File: src/design/csdf_pkg.sv
`default_nettype none

package csdf_pkg;

  localparam int VALUE_W = 7;
  localparam int TDATA_W = 8;
  localparam int TUSER_W = 2;

  // tuser bit positions on the result stream
  localparam int TUSER_NONE  = 0;
  localparam int TUSER_ERROR = 1;

  // commands from the controller, one per controller state
  typedef struct packed {
    logic load;
    logic fetch;
    logic load_cur;
    logic check;
    logic cmp;
    logic scan_rd;
    logic scan_cmp;
    logic fin;
  } cmd_t;

  // status from the datapath
  typedef struct packed {
    logic last_acc;
    logic bad_now;
    logic pos_ok;
    logic hit;
    logic at_end;
    logic dup;
    logic pend_valid;
    logic out_free;
  } sts_t;

endpackage

`default_nettype wire

File: src/design/csdf_ram.sv
`default_nettype none

module csdf_ram
  #(parameter int WIDTH = 8,
    parameter int DEPTH = 64,
    localparam int AW = (DEPTH > 1) ? $clog2(DEPTH) : 1)
  (input  logic             clk,
   input  logic             we,
   input  logic [AW-1:0]    waddr,
   input  logic [WIDTH-1:0] wdata,
   input  logic [AW-1:0]    raddr,
   output logic [WIDTH-1:0] rdata);

  logic [WIDTH-1:0] mem [DEPTH];

  always_ff @(posedge clk) begin
    if (we) begin
      mem[waddr] <= wdata;
    end
    rdata <= mem[raddr];
  end

endmodule

`default_nettype wire

File: src/design/csdf_ctrl.sv
`default_nettype none

module csdf_ctrl
  import csdf_pkg::*;
  (input  logic clk,
   input  logic rst,
   input  sts_t sts,
   output cmd_t cmd);

  typedef enum logic [7:0] {
    ST_LOAD     = 8'b0000_0001,
    ST_FETCH    = 8'b0000_0010,
    ST_LOADCUR  = 8'b0000_0100,
    ST_CHECK    = 8'b0000_1000,
    ST_CMP      = 8'b0001_0000,
    ST_SCAN_RD  = 8'b0010_0000,
    ST_SCAN_CMP = 8'b0100_0000,
    ST_FIN      = 8'b1000_0000
  } state_t;

  state_t state, state_next;

  always_ff @(posedge clk) begin
    if (rst) begin
      state <= ST_LOAD;
    end else begin
      state <= state_next;
    end
  end

  always_comb begin
    state_next = state;
    case (state)
      ST_LOAD: begin
        if (sts.last_acc) begin
          state_next = sts.bad_now ? ST_FIN : ST_FETCH;
        end
      end
      ST_FETCH:   state_next = ST_LOADCUR;
      ST_LOADCUR: state_next = ST_CHECK;
      ST_CHECK: begin
        if (sts.pos_ok) begin
          state_next = sts.at_end ? ST_SCAN_RD : ST_FETCH;
        end else begin
          state_next = ST_CMP;
        end
      end
      ST_CMP: begin
        if (sts.hit) begin
          state_next = sts.at_end ? ST_SCAN_RD : ST_FETCH;
        end else begin
          state_next = ST_CHECK;
        end
      end
      ST_SCAN_RD: state_next = ST_SCAN_CMP;
      ST_SCAN_CMP: begin
        if (!(sts.dup && sts.pend_valid && !sts.out_free)) begin
          state_next = sts.at_end ? ST_FIN : ST_SCAN_RD;
        end
      end
      ST_FIN: begin
        if (sts.out_free) begin
          state_next = ST_LOAD;
        end
      end
      default: state_next = ST_LOAD;
    endcase
  end

  always_comb begin
    cmd          = '0;
    cmd.load     = (state == ST_LOAD);
    cmd.fetch    = (state == ST_FETCH);
    cmd.load_cur = (state == ST_LOADCUR);
    cmd.check    = (state == ST_CHECK);
    cmd.cmp      = (state == ST_CMP);
    cmd.scan_rd  = (state == ST_SCAN_RD);
    cmd.scan_cmp = (state == ST_SCAN_CMP);
    cmd.fin      = (state == ST_FIN);
  end

  // a bad list skips sorting and goes straight to the single error result
  a_bad_to_fin: assert property (@(posedge clk) disable iff (rst)
    (state == ST_LOAD && sts.last_acc && sts.bad_now) |=> (state == ST_FIN))
    else $error("bad list did not go to final result");

  // a swap step keeps the position open
  a_swap_back: assert property (@(posedge clk) disable iff (rst)
    (state == ST_CMP && !sts.hit) |=> (state == ST_CHECK))
    else $error("swap did not return to check");

  a_state_onehot: assert property (@(posedge clk) disable iff (rst)
    $onehot(state))
    else $error("controller state not one-hot");

endmodule

`default_nettype wire

File: src/design/csdf_datapath.sv
`default_nettype none

module csdf_datapath
  import csdf_pkg::*;
  #(parameter int MAX_COUNT = 64)
  (input  logic               clk,
   input  logic               rst,
   input  cmd_t               cmd,
   output sts_t               sts,
   input  logic               s_tvalid,
   input  logic [VALUE_W-1:0] value,
   input  logic               s_last,
   output logic               m_tvalid,
   input  logic               m_tready,
   output logic [VALUE_W-1:0] dup_value,
   output logic               final_res,
   output logic               none,
   output logic               error);

  localparam int AW   = (MAX_COUNT > 1) ? $clog2(MAX_COUNT) : 1;
  localparam int CW   = $clog2(MAX_COUNT + 1);
  localparam int CMPW = ((CW > VALUE_W) ? CW : VALUE_W) + 1;
  localparam logic [CW-1:0] MAX_C = CW'(MAX_COUNT);

  // list state
  logic [CW-1:0]      len;
  logic               ovf;
  logic               zero_seen;
  logic [VALUE_W-1:0] maxv;
  logic               bad;

  // sort and scan
  logic [AW-1:0]      idx;
  logic [VALUE_W-1:0] cur;
  logic               pend_valid;
  logic [VALUE_W-1:0] pend;

  // memory ports
  logic               we;
  logic [AW-1:0]      waddr;
  logic [VALUE_W-1:0] wdata;
  logic [AW-1:0]      raddr;
  logic [VALUE_W-1:0] rdata;

  logic               acc;
  logic               room;
  logic [CW-1:0]      n_new;
  logic [VALUE_W-1:0] maxv_new;
  logic [CMPW-1:0]    cur_x;
  logic [CMPW-1:0]    j_x;
  logic [AW-1:0]      j;
  logic [CMPW-1:0]    pos_x;
  logic               push;
  logic [VALUE_W-1:0] push_dup;
  logic               push_fin;
  logic               push_none;
  logic               push_err;

  csdf_ram #(.WIDTH(VALUE_W), .DEPTH(MAX_COUNT)) u_store (
    .clk   (clk),
    .we    (we),
    .waddr (waddr),
    .wdata (wdata),
    .raddr (raddr),
    .rdata (rdata)
  );

  always_comb begin
    acc      = cmd.load && s_tvalid;
    room     = (len < MAX_C);
    n_new    = room ? CW'(len + CW'(1)) : len;
    maxv_new = (room && (value > maxv)) ? value : maxv;
    cur_x    = CMPW'(cur);
    j_x      = cur_x - CMPW'(1);
    j        = j_x[AW-1:0];
    pos_x    = CMPW'(idx) + CMPW'(1);

    sts            = '0;
    sts.last_acc   = acc && s_last;
    sts.bad_now    = ovf || !room || zero_seen || (room && (value == '0)) ||
                     (CMPW'(maxv_new) > CMPW'(n_new));
    sts.pos_ok     = (cur_x == pos_x);
    sts.hit        = (rdata == cur);
    sts.at_end     = (pos_x == CMPW'(len));
    sts.dup        = (CMPW'(rdata) != pos_x);
    sts.pend_valid = pend_valid;
    sts.out_free   = !m_tvalid || m_tready;
  end

  // memory write and read addressing
  always_comb begin
    we    = 1'b0;
    waddr = idx;
    wdata = cur;
    if (acc && room) begin
      we    = 1'b1;
      waddr = len[AW-1:0];
      wdata = value;
    end else if (cmd.check && sts.pos_ok) begin
      we = 1'b1;
    end else if (cmd.cmp) begin
      we    = 1'b1;
      waddr = sts.hit ? idx : j;
    end
    // the scan keeps re-reading its position while the output is held
    raddr = (cmd.fetch || cmd.scan_rd || cmd.scan_cmp) ? idx : j;
  end

  // result push, either an intermediate duplicate or the closing result
  always_comb begin
    push      = 1'b0;
    push_dup  = pend;
    push_fin  = 1'b0;
    push_none = 1'b0;
    push_err  = 1'b0;
    if (cmd.scan_cmp && sts.dup && pend_valid && sts.out_free) begin
      push = 1'b1;
    end else if (cmd.fin && sts.out_free) begin
      push     = 1'b1;
      push_fin = 1'b1;
      if (bad) begin
        push_dup = '0;
        push_err = 1'b1;
      end else if (!pend_valid) begin
        push_dup  = '0;
        push_none = 1'b1;
      end
    end
  end

  always_ff @(posedge clk) begin
    if (rst) begin
      len        <= '0;
      ovf        <= 1'b0;
      zero_seen  <= 1'b0;
      maxv       <= '0;
      bad        <= 1'b0;
      idx        <= '0;
      pend_valid <= 1'b0;
      m_tvalid   <= 1'b0;
    end else begin
      if (acc) begin
        if (room) begin
          len  <= n_new;
          maxv <= maxv_new;
          if (value == '0) begin
            zero_seen <= 1'b1;
          end
        end else begin
          ovf <= 1'b1;
        end
        if (s_last) begin
          bad <= sts.bad_now;
          idx <= '0;
        end
      end

      if ((cmd.check && sts.pos_ok) || (cmd.cmp && sts.hit)) begin
        idx <= sts.at_end ? '0 : AW'(idx + AW'(1));
      end

      if (cmd.scan_cmp && !(sts.dup && pend_valid && !sts.out_free)) begin
        if (sts.dup) begin
          pend_valid <= 1'b1;
        end
        if (!sts.at_end) begin
          idx <= AW'(idx + AW'(1));
        end
      end

      if (cmd.fin && sts.out_free) begin
        len        <= '0;
        ovf        <= 1'b0;
        zero_seen  <= 1'b0;
        maxv       <= '0;
        bad        <= 1'b0;
        idx        <= '0;
        pend_valid <= 1'b0;
      end

      if (push) begin
        m_tvalid <= 1'b1;
      end else if (m_tready) begin
        m_tvalid <= 1'b0;
      end
    end
  end

  always_ff @(posedge clk) begin
    if (cmd.load_cur) begin
      cur <= rdata;
    end else if (cmd.cmp && !sts.hit) begin
      cur <= rdata;
    end
    if (cmd.scan_cmp && sts.dup && !(pend_valid && !sts.out_free)) begin
      pend <= rdata;
    end
    if (push) begin
      dup_value <= push_dup;
      final_res <= push_fin;
      none      <= push_none;
      error     <= push_err;
    end
  end

  a_len_bound: assert property (@(posedge clk) disable iff (rst)
    len <= MAX_C)
    else $error("list length beyond store depth");

  a_clear_after_fin: assert property (@(posedge clk) disable iff (rst)
    (cmd.fin && sts.out_free) |=> (len == '0 && !pend_valid))
    else $error("list state not cleared after final result");

  a_err_shape: assert property (@(posedge clk) disable iff (rst)
    (m_tvalid && error) |-> (final_res && !none && dup_value == '0))
    else $error("malformed error result");

  a_none_shape: assert property (@(posedge clk) disable iff (rst)
    (m_tvalid && none) |-> (final_res && !error && dup_value == '0))
    else $error("malformed no-duplicate result");

endmodule

`default_nettype wire

File: src/design/cyclic_sort_duplicate_finder.sv
// loading: one item per cycle; after the last item the sort fetches, loads and checks each
// position, compares an out-of-place value with its home slot and swaps until the position
// holds its own value or a repeat; the scan reads and compares each position, can be held
// by an output stall and ends in the closing result; a bad list skips both for its error result
// throughput: one list at a time, paced by one registered store read a cycle; a new
// list is taken once the closing result is registered; reset: synchronous, active high
`default_nettype none

module cyclic_sort_duplicate_finder
  import csdf_pkg::*;
  #(parameter int MAX_COUNT = 64)
  (input  logic               clk,
   input  logic               rst,
   // list element stream
   input  logic               s_tvalid,
   output logic               s_tready,
   input  logic [TDATA_W-1:0] s_tdata,  // [6:0] value, [7] unused
   input  logic               s_tlast,  // final element of the list
   // result stream
   output logic               m_tvalid,
   input  logic               m_tready,
   output logic [TDATA_W-1:0] m_tdata,  // [6:0] dup_value, [7] zero
   output logic               m_tlast,  // final_res, last result for this list
   output logic [TUSER_W-1:0] m_tuser); // [0] none, [1] error

  cmd_t               cmd;
  sts_t               sts;
  logic [VALUE_W-1:0] dup_value;
  logic               none;
  logic               error;

  // controller: walks load, sort, scan and closing result
  csdf_ctrl u_ctrl (
    .clk (clk),
    .rst (rst),
    .sts (sts),
    .cmd (cmd)
  );

  // datapath: store, range check, swap engine and output register
  csdf_datapath #(.MAX_COUNT(MAX_COUNT)) u_dp (
    .clk       (clk),
    .rst       (rst),
    .cmd       (cmd),
    .sts       (sts),
    .s_tvalid  (s_tvalid),
    .value     (s_tdata[VALUE_W-1:0]),
    .s_last    (s_tlast),
    .m_tvalid  (m_tvalid),
    .m_tready  (m_tready),
    .dup_value (dup_value),
    .final_res (m_tlast),
    .none      (none),
    .error     (error)
  );

  // elements are only taken while loading
  assign s_tready = cmd.load;

  // pad the result to a whole byte
  assign m_tdata = {{(TDATA_W - VALUE_W){1'b0}}, dup_value};

  always_comb begin
    m_tuser              = '0;
    m_tuser[TUSER_NONE]  = none;
    m_tuser[TUSER_ERROR] = error;
  end

endmodule

`default_nettype wire
File: config.mk
export PLATFORM = sky130hd
export DESIGN_NAME = cyclic_sort_duplicate_finder
export DESIGN_NICKNAME = d
export VERILOG_FILES = /design/src/design/csdf_pkg.sv /design/src/design/csdf_ram.sv /design/src/design/csdf_ctrl.sv /design/src/design/csdf_datapath.sv /design/src/design/cyclic_sort_duplicate_finder.sv
export SDC_FILE = /design/constraint.sdc
export NUM_CORES = 1
export LEC_CHECK = 0
export BUFFER_PORTS_ARGS = -buffer_cell sky130_fd_sc_hd__buf_4
export CORE_UTILIZATION = 55
export CTS_CLUSTER_SIZE = 14
export DETAILED_ROUTE_END_ITERATION = 10
export PLACE_DENSITY = 0.71
export SLEW_MARGIN = 20
export SYNTH_ARGS = -nofsm -noshare
export SYNTH_HDL_FRONTEND = slang
export SYNTH_HIERARCHICAL = 1
export SYNTH_SLANG_ARGS = --single-unit
File: constraint.sdc
create_clock -name clk -period 6.06 [get_ports clk]
set_clock_uncertainty 0.15 [all_clocks]
set_input_delay 1.818 -clock clk [delete_from_list [all_inputs] [get_ports clk]]
set_output_delay 1.818 -clock clk [all_outputs]
set_load 0.005 [all_outputs]
==> results.cfg, run 1 <==
[outcome]
outcome = finished, final reports clean

[floorplan]
die_area_sq_mm = 0.0404
die_h_microns = 201
die_x_microns = 201
row_count = 72
ios = 26
start_util_pct = 56.1
core_area_sq_mm = 0.0388

[logic_synthesis]
ys.flop_type = edfxtp_1
synth.largest_area_cell = edfxtp_1
post-synth-top-count-cell = edfxtp_1
synth_area_leaders = edfxtp_1 65%, mux4_2 12%, dfxtp_1 3.7%
syn_nets = 1322
netlist_area_sq_mm = 0.0218
synth-edff-count = 472
syn_inst = 1292
async_reset_ff_share_pct = 0
ys_seq_elements = 512
ys_types = 82
synth.top_cell.area_share_pct = 65.1
yosysSeqAreaShare_pct = 68.8
syn_avg_cell_area_sq_um = 16.8
yosysWarnings = 6
ys_top_cells_by_count = 472 x edfxtp_1, 116 x nor2_1, 112 x mux4_2

[cts]
htree_levels = 2
cts_root_buffer = clkbuf_16
cts.sinks = 512
cts_setup_buffers = 0
cts_buffer_depth = 3
clkTransAtPathRegs_ps = 60
postCtsResizedCells = 0
cts_buffers = 52
ctsHoldBuffers = 0
cts_tree = done
clkLatencyLatePin_ps = 600

[global_route]
grt_pass1_vias = 11782
top_usage_layer = met2
grtUsageMet3_pct = 3.91
grt_max_degree = 88
grtUsageMet1_pct = 32.3
grt_pass1_wl_mm = 71.8
antenna_found_initial = 0
grt_use_met2_pct = 39.4
grt_use_total_pct = 23.8
grt_overflow_total = 0

[layout]
fillers = 2717
fin_area_sq_mm = 0.0242
stdcell_count = 1882
antenna_cells = 0
nNetsFinal = 1351
syn2layout_area_growth_pct = 11.3
layout-drive-gt1-share_pct = 20.5

[worst_setup_path]
crit_start = u_dp/idx[0]
cp_max_fo = 11
path_delay_family = simple AND/OR/NAND/NOR gates
path_buf_inv = 0
rrSetupSlack_ps = 640
cp.depth = 11
crit_slowest_cell = o21ai_0
startpoint_type = flip-flop
crit_path_frequent_cell = nor3_1
crit_type = flip-flop to flip-flop
crit_path_end = u_dp/u_store/mem[27][3]
r2r_cells = 11
cp.required_ps = 6120
critical_path_arrival_ps = 5480
timing.rr.start = u_dp/idx[0]
worst_setup_path_end_kind = flip-flop
worstReg2RegEnd = u_dp/u_store/mem[27][3]
path_cells = ha_1, nand4_1, nor3_1, o2111ai_2, nor3_1, nor2_2, mux2i_1, o21ai_0, nor2b_1, nand3_1, nor2_1
slowest_delay_ps = 800

[timing]
worst_slack_ps = 640
timing.final.hold_violations = 0
period_needed_ps = 5420
fmax_ghz = 0.185
rsz0062_at_grt = false
tns_ps = 0
slew_violations = 0
final-setup-viol-count = 0
slew_headroom_pct = 30.6
finalCritPeriodShare_pct = 89.4
tightest_slew_ps = 1040

[detailed_routing]
remaining_drc_errors = 0
drtAntennaViolNets = 0
first_pass_iters = 5
finalWirelength_mm = 47.0
detail_route.vias_per_cell = 6.20
drt_iter0_markers = 1195
wl_per_cell_microns = 25.0
vias = 11675

[power_and_ir_drop]
power_density_mw_per_mm2 = 351
ir_drop_mv = 0.234
p_leak_nw = 7.84

[place]
io_buffers = 23
hpwlAfterDp_mm = 28.7
place_ws_ps = 370
gp_congestion = 0.889
placed_cells = 1785
placed_area_sq_mm = 0.0225

[run]
maxCapViolations = 0

[worst_hold_path]
hold_class = flip-flop to flip-flop
-- flip-flops by register name (all words and copies together) (netlist names), 6 cells and up, named ones only --
name / cells
u_dp/u_store/mem: 448
u_ctrl/state: 8
u_dp/cur: 7
u_dp/dup_value: 7
u_dp/len: 7
u_dp/pend: 7
u_dp/u_store/rdata: 7
u_dp/idx: 6
u_dp/maxv: 6
-- placed cells by master (no fill, tap or decap), drive strengths merged, types with 10 or more instances in the layout --
master / count
clkinv: 21
mux2i: 32
xor2: 20
o22ai: 13
ha: 17
nor2: 117
mux4: 112
clkbuf: 63
nand2b: 13
a211oi: 10
nand3: 24
o21ai: 32
nor2b: 23
dfxtp: 40
inv: 30
edfxtp: 472
nor3: 20
buf: 50
nand2: 64
xnor2: 11
a21oi: 22
-- metal layers --
layer	up-vias	wire, microns
li1	5168	-
met1	5984	19300
met2	437	23300
met3	86	3070
met4	0	1370
met5	-	0
-- power by group --
part | internal [mW] | total [mW] | switching (mW)
Sequential | 4.23 | 4.28 | 0.0520
Clock | 1.91 | 3.24 | 1.33
Combinational | 0.267 | 0.973 | 0.706
Total | 6.40 | 8.50 | 2.09
-- area by class of cell --
class	instances	area [sq um]	share of cell area, %
clock buffer	63	1360	5.63
tap	518	648	2.68
inverter	27	101	0.418
multi-input combinational	678	6360	26.2
timing repair buffer	50	400	1.65
clock inverter	34	380	1.57
sequential	512	15000	61.8
-- worst min path at each step --
stage                        start             end  slack (ps)  depth (start not counted)
finish              u_dp/zero_seen  u_dp/zero_seen         330                          2
global route        u_dp/zero_seen  u_dp/zero_seen         340                          2
CTS                 u_dp/zero_seen  u_dp/zero_seen         330                          2
detailed placement  u_dp/zero_seen  u_dp/zero_seen         310                          2
global placement    u_dp/zero_seen  u_dp/zero_seen         300                          2
floorplan           u_dp/zero_seen  u_dp/zero_seen         290                          2
-- worst register-to-register path, cell delays in order, from the launching register on --
cell and delay [ps]:
dfxtp_1 570, ha_1 490, nand4_1 280, nor3_1 260, o2111ai_2 200, nor3_1 350, nor2_2 180, mux2i_1 150
o21ai_0 800, nor2b_1 270, nand3_1 530, nor2_1 800
-- through the flow --
step                      utilization (%)  hold WS, ps  power [mW]
after global routing                 62.4          341        8.77
final                                62.4          333        8.50
after floorplan                         -          287        4.96
after detailed placement             57.9          313        5.32
after CTS                            62.4          330        8.55
after global placement               57.9          301        5.28
-- kinds of logic after synthesis --
group                    count (synthesis)  share of synthesized area (%)
AO/OA/AOI/OAI                          147                           4.90
XOR/XNOR                                38                           2.01
buffers and inverters                  102                           2.40
multiplexers                           148                           13.3
adder cells (fa/ha/maj)                 17                          0.977
flip-flops                             512                           68.8
other                                    1                         0.0172
AND/OR/NAND/NOR                        327                           7.65
Power figures use the tool's default switching activity.
==> run 2, diff against run 1 <==
- ABC_AREA: default -> 1
==> run 2 against run 1 <==
Against the previous run: sequential share of layout area decreased by 1.8 points; synthesized cell count is 67% higher; non-clock buffer count is 6 higher; power rose by 4.4%; cell count grew 45%; fmax increased by 13%; first-iteration DRC count up 50%; hold slack worse by 9.9 ps; global-route usage rose by 2.3 points; cell area is 3.0% higher; sequential cell count stayed put; largest cell class unchanged.
==> results.cfg, run 2 <==
[detailed_routing]
remaining_drc_errors = 0
drt_iter0_markers = 1793
wl_per_cell_microns = 19.4
drtAntennaViolNets = 0
finalWirelength_mm = 52.9
first_pass_iters = 6
vias = 15624
detail_route.vias_per_cell = 5.72

[layout]
final_cell_mix = 688 x nand2_1, 472 x edfxtp_1, 433 x nand3_1, 104 x nor2_1, 101 x inv_1
syn2layout_area_growth_pct = 10.4
nNetsFinal = 2191
largest_register = u_dp/u_store/mem
reg_top3 = u_dp/u_store/mem (448), u_ctrl/state (8)
final_common_cell = nand2_1
antenna_cells = 0
layout-drive-gt1-share_pct = 9.07
largest_register_ffs = 448

[cts]
clkLatencyLatePin_ps = 610
ctsHoldBuffers = 0
clkTransAtPathRegs_ps = 60
cts_root_buffer = clkbuf_16
cts_buffer_depth = 3
cts_tree = done
cts_setup_buffers = 0
htree_levels = 2
cts_buffers = 52
cts.sinks = 512
postCtsResizedCells = 0

[global_route]
grtUsageMet1_pct = 35.8
grt_pass1_vias = 15074
grt_overflow_total = 0
antenna_found_initial = 0
grt_use_met2_pct = 41.4
grtUsageMet3_pct = 4.53
grt_use_total_pct = 26.1
top_usage_layer = met2
grt_pass1_wl_mm = 83.5
grt_max_degree = 225

[timing]
tightest_slew_ps = 1140
rsz0062_at_grt = false
hold_slack_ps = 323
slew_violations = 0
period_needed_ps = 4800
timing.final.hold_violations = 0
final-setup-viol-count = 0
slew_headroom_pct = 24.0
tns_ps = 0
finalCritPeriodShare_pct = 79.1
fmax_ghz = 0.209
worst_slack_ps = 1260

[floorplan]
ios = 26
start_util_pct = 56.3
core_area_sq_mm = 0.0401
row_count = 73
die_h_microns = 205
die_x_microns = 205
die_area_sq_mm = 0.0419

[logic_synthesis]
ys.flop_type = edfxtp_1
synth.top_cell.area_share_pct = 62.7
post-synth-top-count-cell = nand2_1
yosysWarnings = 6
synth-edff-count = 472
yosysSeqAreaShare_pct = 66.3
synth_area_leaders = edfxtp_1 63%, nand2_1 11%, nand3_1 9.6%
netlist_area_sq_mm = 0.0226
synth.largest_area_cell = edfxtp_1
syn_nets = 2191
ys_seq_elements = 512
ys_top_cells_by_count = 688 x nand2_1, 472 x edfxtp_1, 433 x nand3_1
syn_inst = 2161
ys_types = 42
async_reset_ff_share_pct = 0
syn_avg_cell_area_sq_um = 10.5

[worst_setup_path]
startpoint_type = input port
r2r_cells = 18
critical_path_arrival_ps = 4870
cp.required_ps = 6130
worst_setup_path_end_kind = flip-flop
timing.rr.start = u_dp/idx[0]
worstReg2RegEnd = u_dp/u_store/mem[12][0]
cp_max_fo = 19
rrSetupSlack_ps = 1380
crit_type = input port to flip-flop

[worst_hold_path]
hp-start = u_dp/zero_seen
hold_class = flip-flop to flip-flop
whs_path_depth = 2
holdPathEnd = u_dp/zero_seen

[place]
place_ws_ps = 754
hpwlAfterDp_mm = 31.3
io_buffers = 23
gp_congestion = 0.906

[power_and_ir_drop]
power_density_mw_per_mm2 = 355
ir_drop_mv = 0.282
fin_total_pwr_mw = 8.87
p_leak_nw = 9.37

[outcome]
outcome = finished, final reports clean

[run]
maxCapViolations = 0
==> run 2: cell types whose count changed in the layout (fill, tap and decap cells not counted), moves of 23 or more <==
cell and delta:
nor2b_1 -23, nand2_1 +629, mux4_2 -112, inv_1 +74, nand3_1 +409, mux2i_1 -32
==> run 2: cell type report <==
type / instances / area, sq um
clock buffer: 66 / 1380
clock inverter: 32 / 374
fill: 3153 / 15100
inverter: 117 / 448
multi-input combinational: 1422 / 6690
sequential: 512 / 15000
tap: 525 / 657
timing repair buffer: 56 / 433
==> run 2: worst max-delay path by stage <==
stage                          start                 endpoint  depth (start not counted)
after floorplan             s_tvalid   u_dp/u_store/mem[0][0]                          4
after global routing      s_tdata[2]          u_ctrl/state[7]                         22
final                       s_tvalid  u_dp/u_store/mem[12][0]                         10
after CTS                   s_tvalid  u_dp/u_store/mem[12][1]                         10
after global placement      s_tvalid  u_dp/u_store/mem[14][4]                         10
after detailed placement    s_tvalid  u_dp/u_store/mem[12][0]                         10
==> run 2: per-layer routing <==
metal / routed length [microns] / up-vias
li1: - / 7449
met1: 21900 / 7396
met2: 24900 / 658
met3: 4530 / 121
met4: 1610 / 0
met5: 0 / -
==> run 2: cell families after synthesis <==
group	share of synthesized area (%)
fa+ha+maj	0.941
buf+inv	4.65
other cells	0.0166
flops	66.3
compound gates	2.17
xor+xnor	0.692
simple gates	25.2
==> run 2: metrics by stage <==
step	util (%)	area, sq um	cells
floorplan	-	22600	2161
global placement	57.9	23200	2632
detailed placement	57.9	23200	2632
CTS	62.2	24900	2730
global route	62.2	24900	2730
finish	62.2	24900	2730
==> run 2: worst max-delay path, cell delays in order <==
cell	delay [ps]
buf_4	70
nand2_1	80
nor2_2	130
clkinv_1	410
nand3_1	210
o21ai_0	120
buf_4	200
inv_1	200
nand4_1	700
nor2_1	920
==> run 2: power breakdown <==
group | switching (mW) | leakage [nW] | total (mW) | internal, mW
registers | 0.0648 | 4.59 | 4.30 | 4.23
clock network | 1.33 | 0.840 | 3.24 | 1.91
logic | 1.00 | 3.94 | 1.33 | 0.323
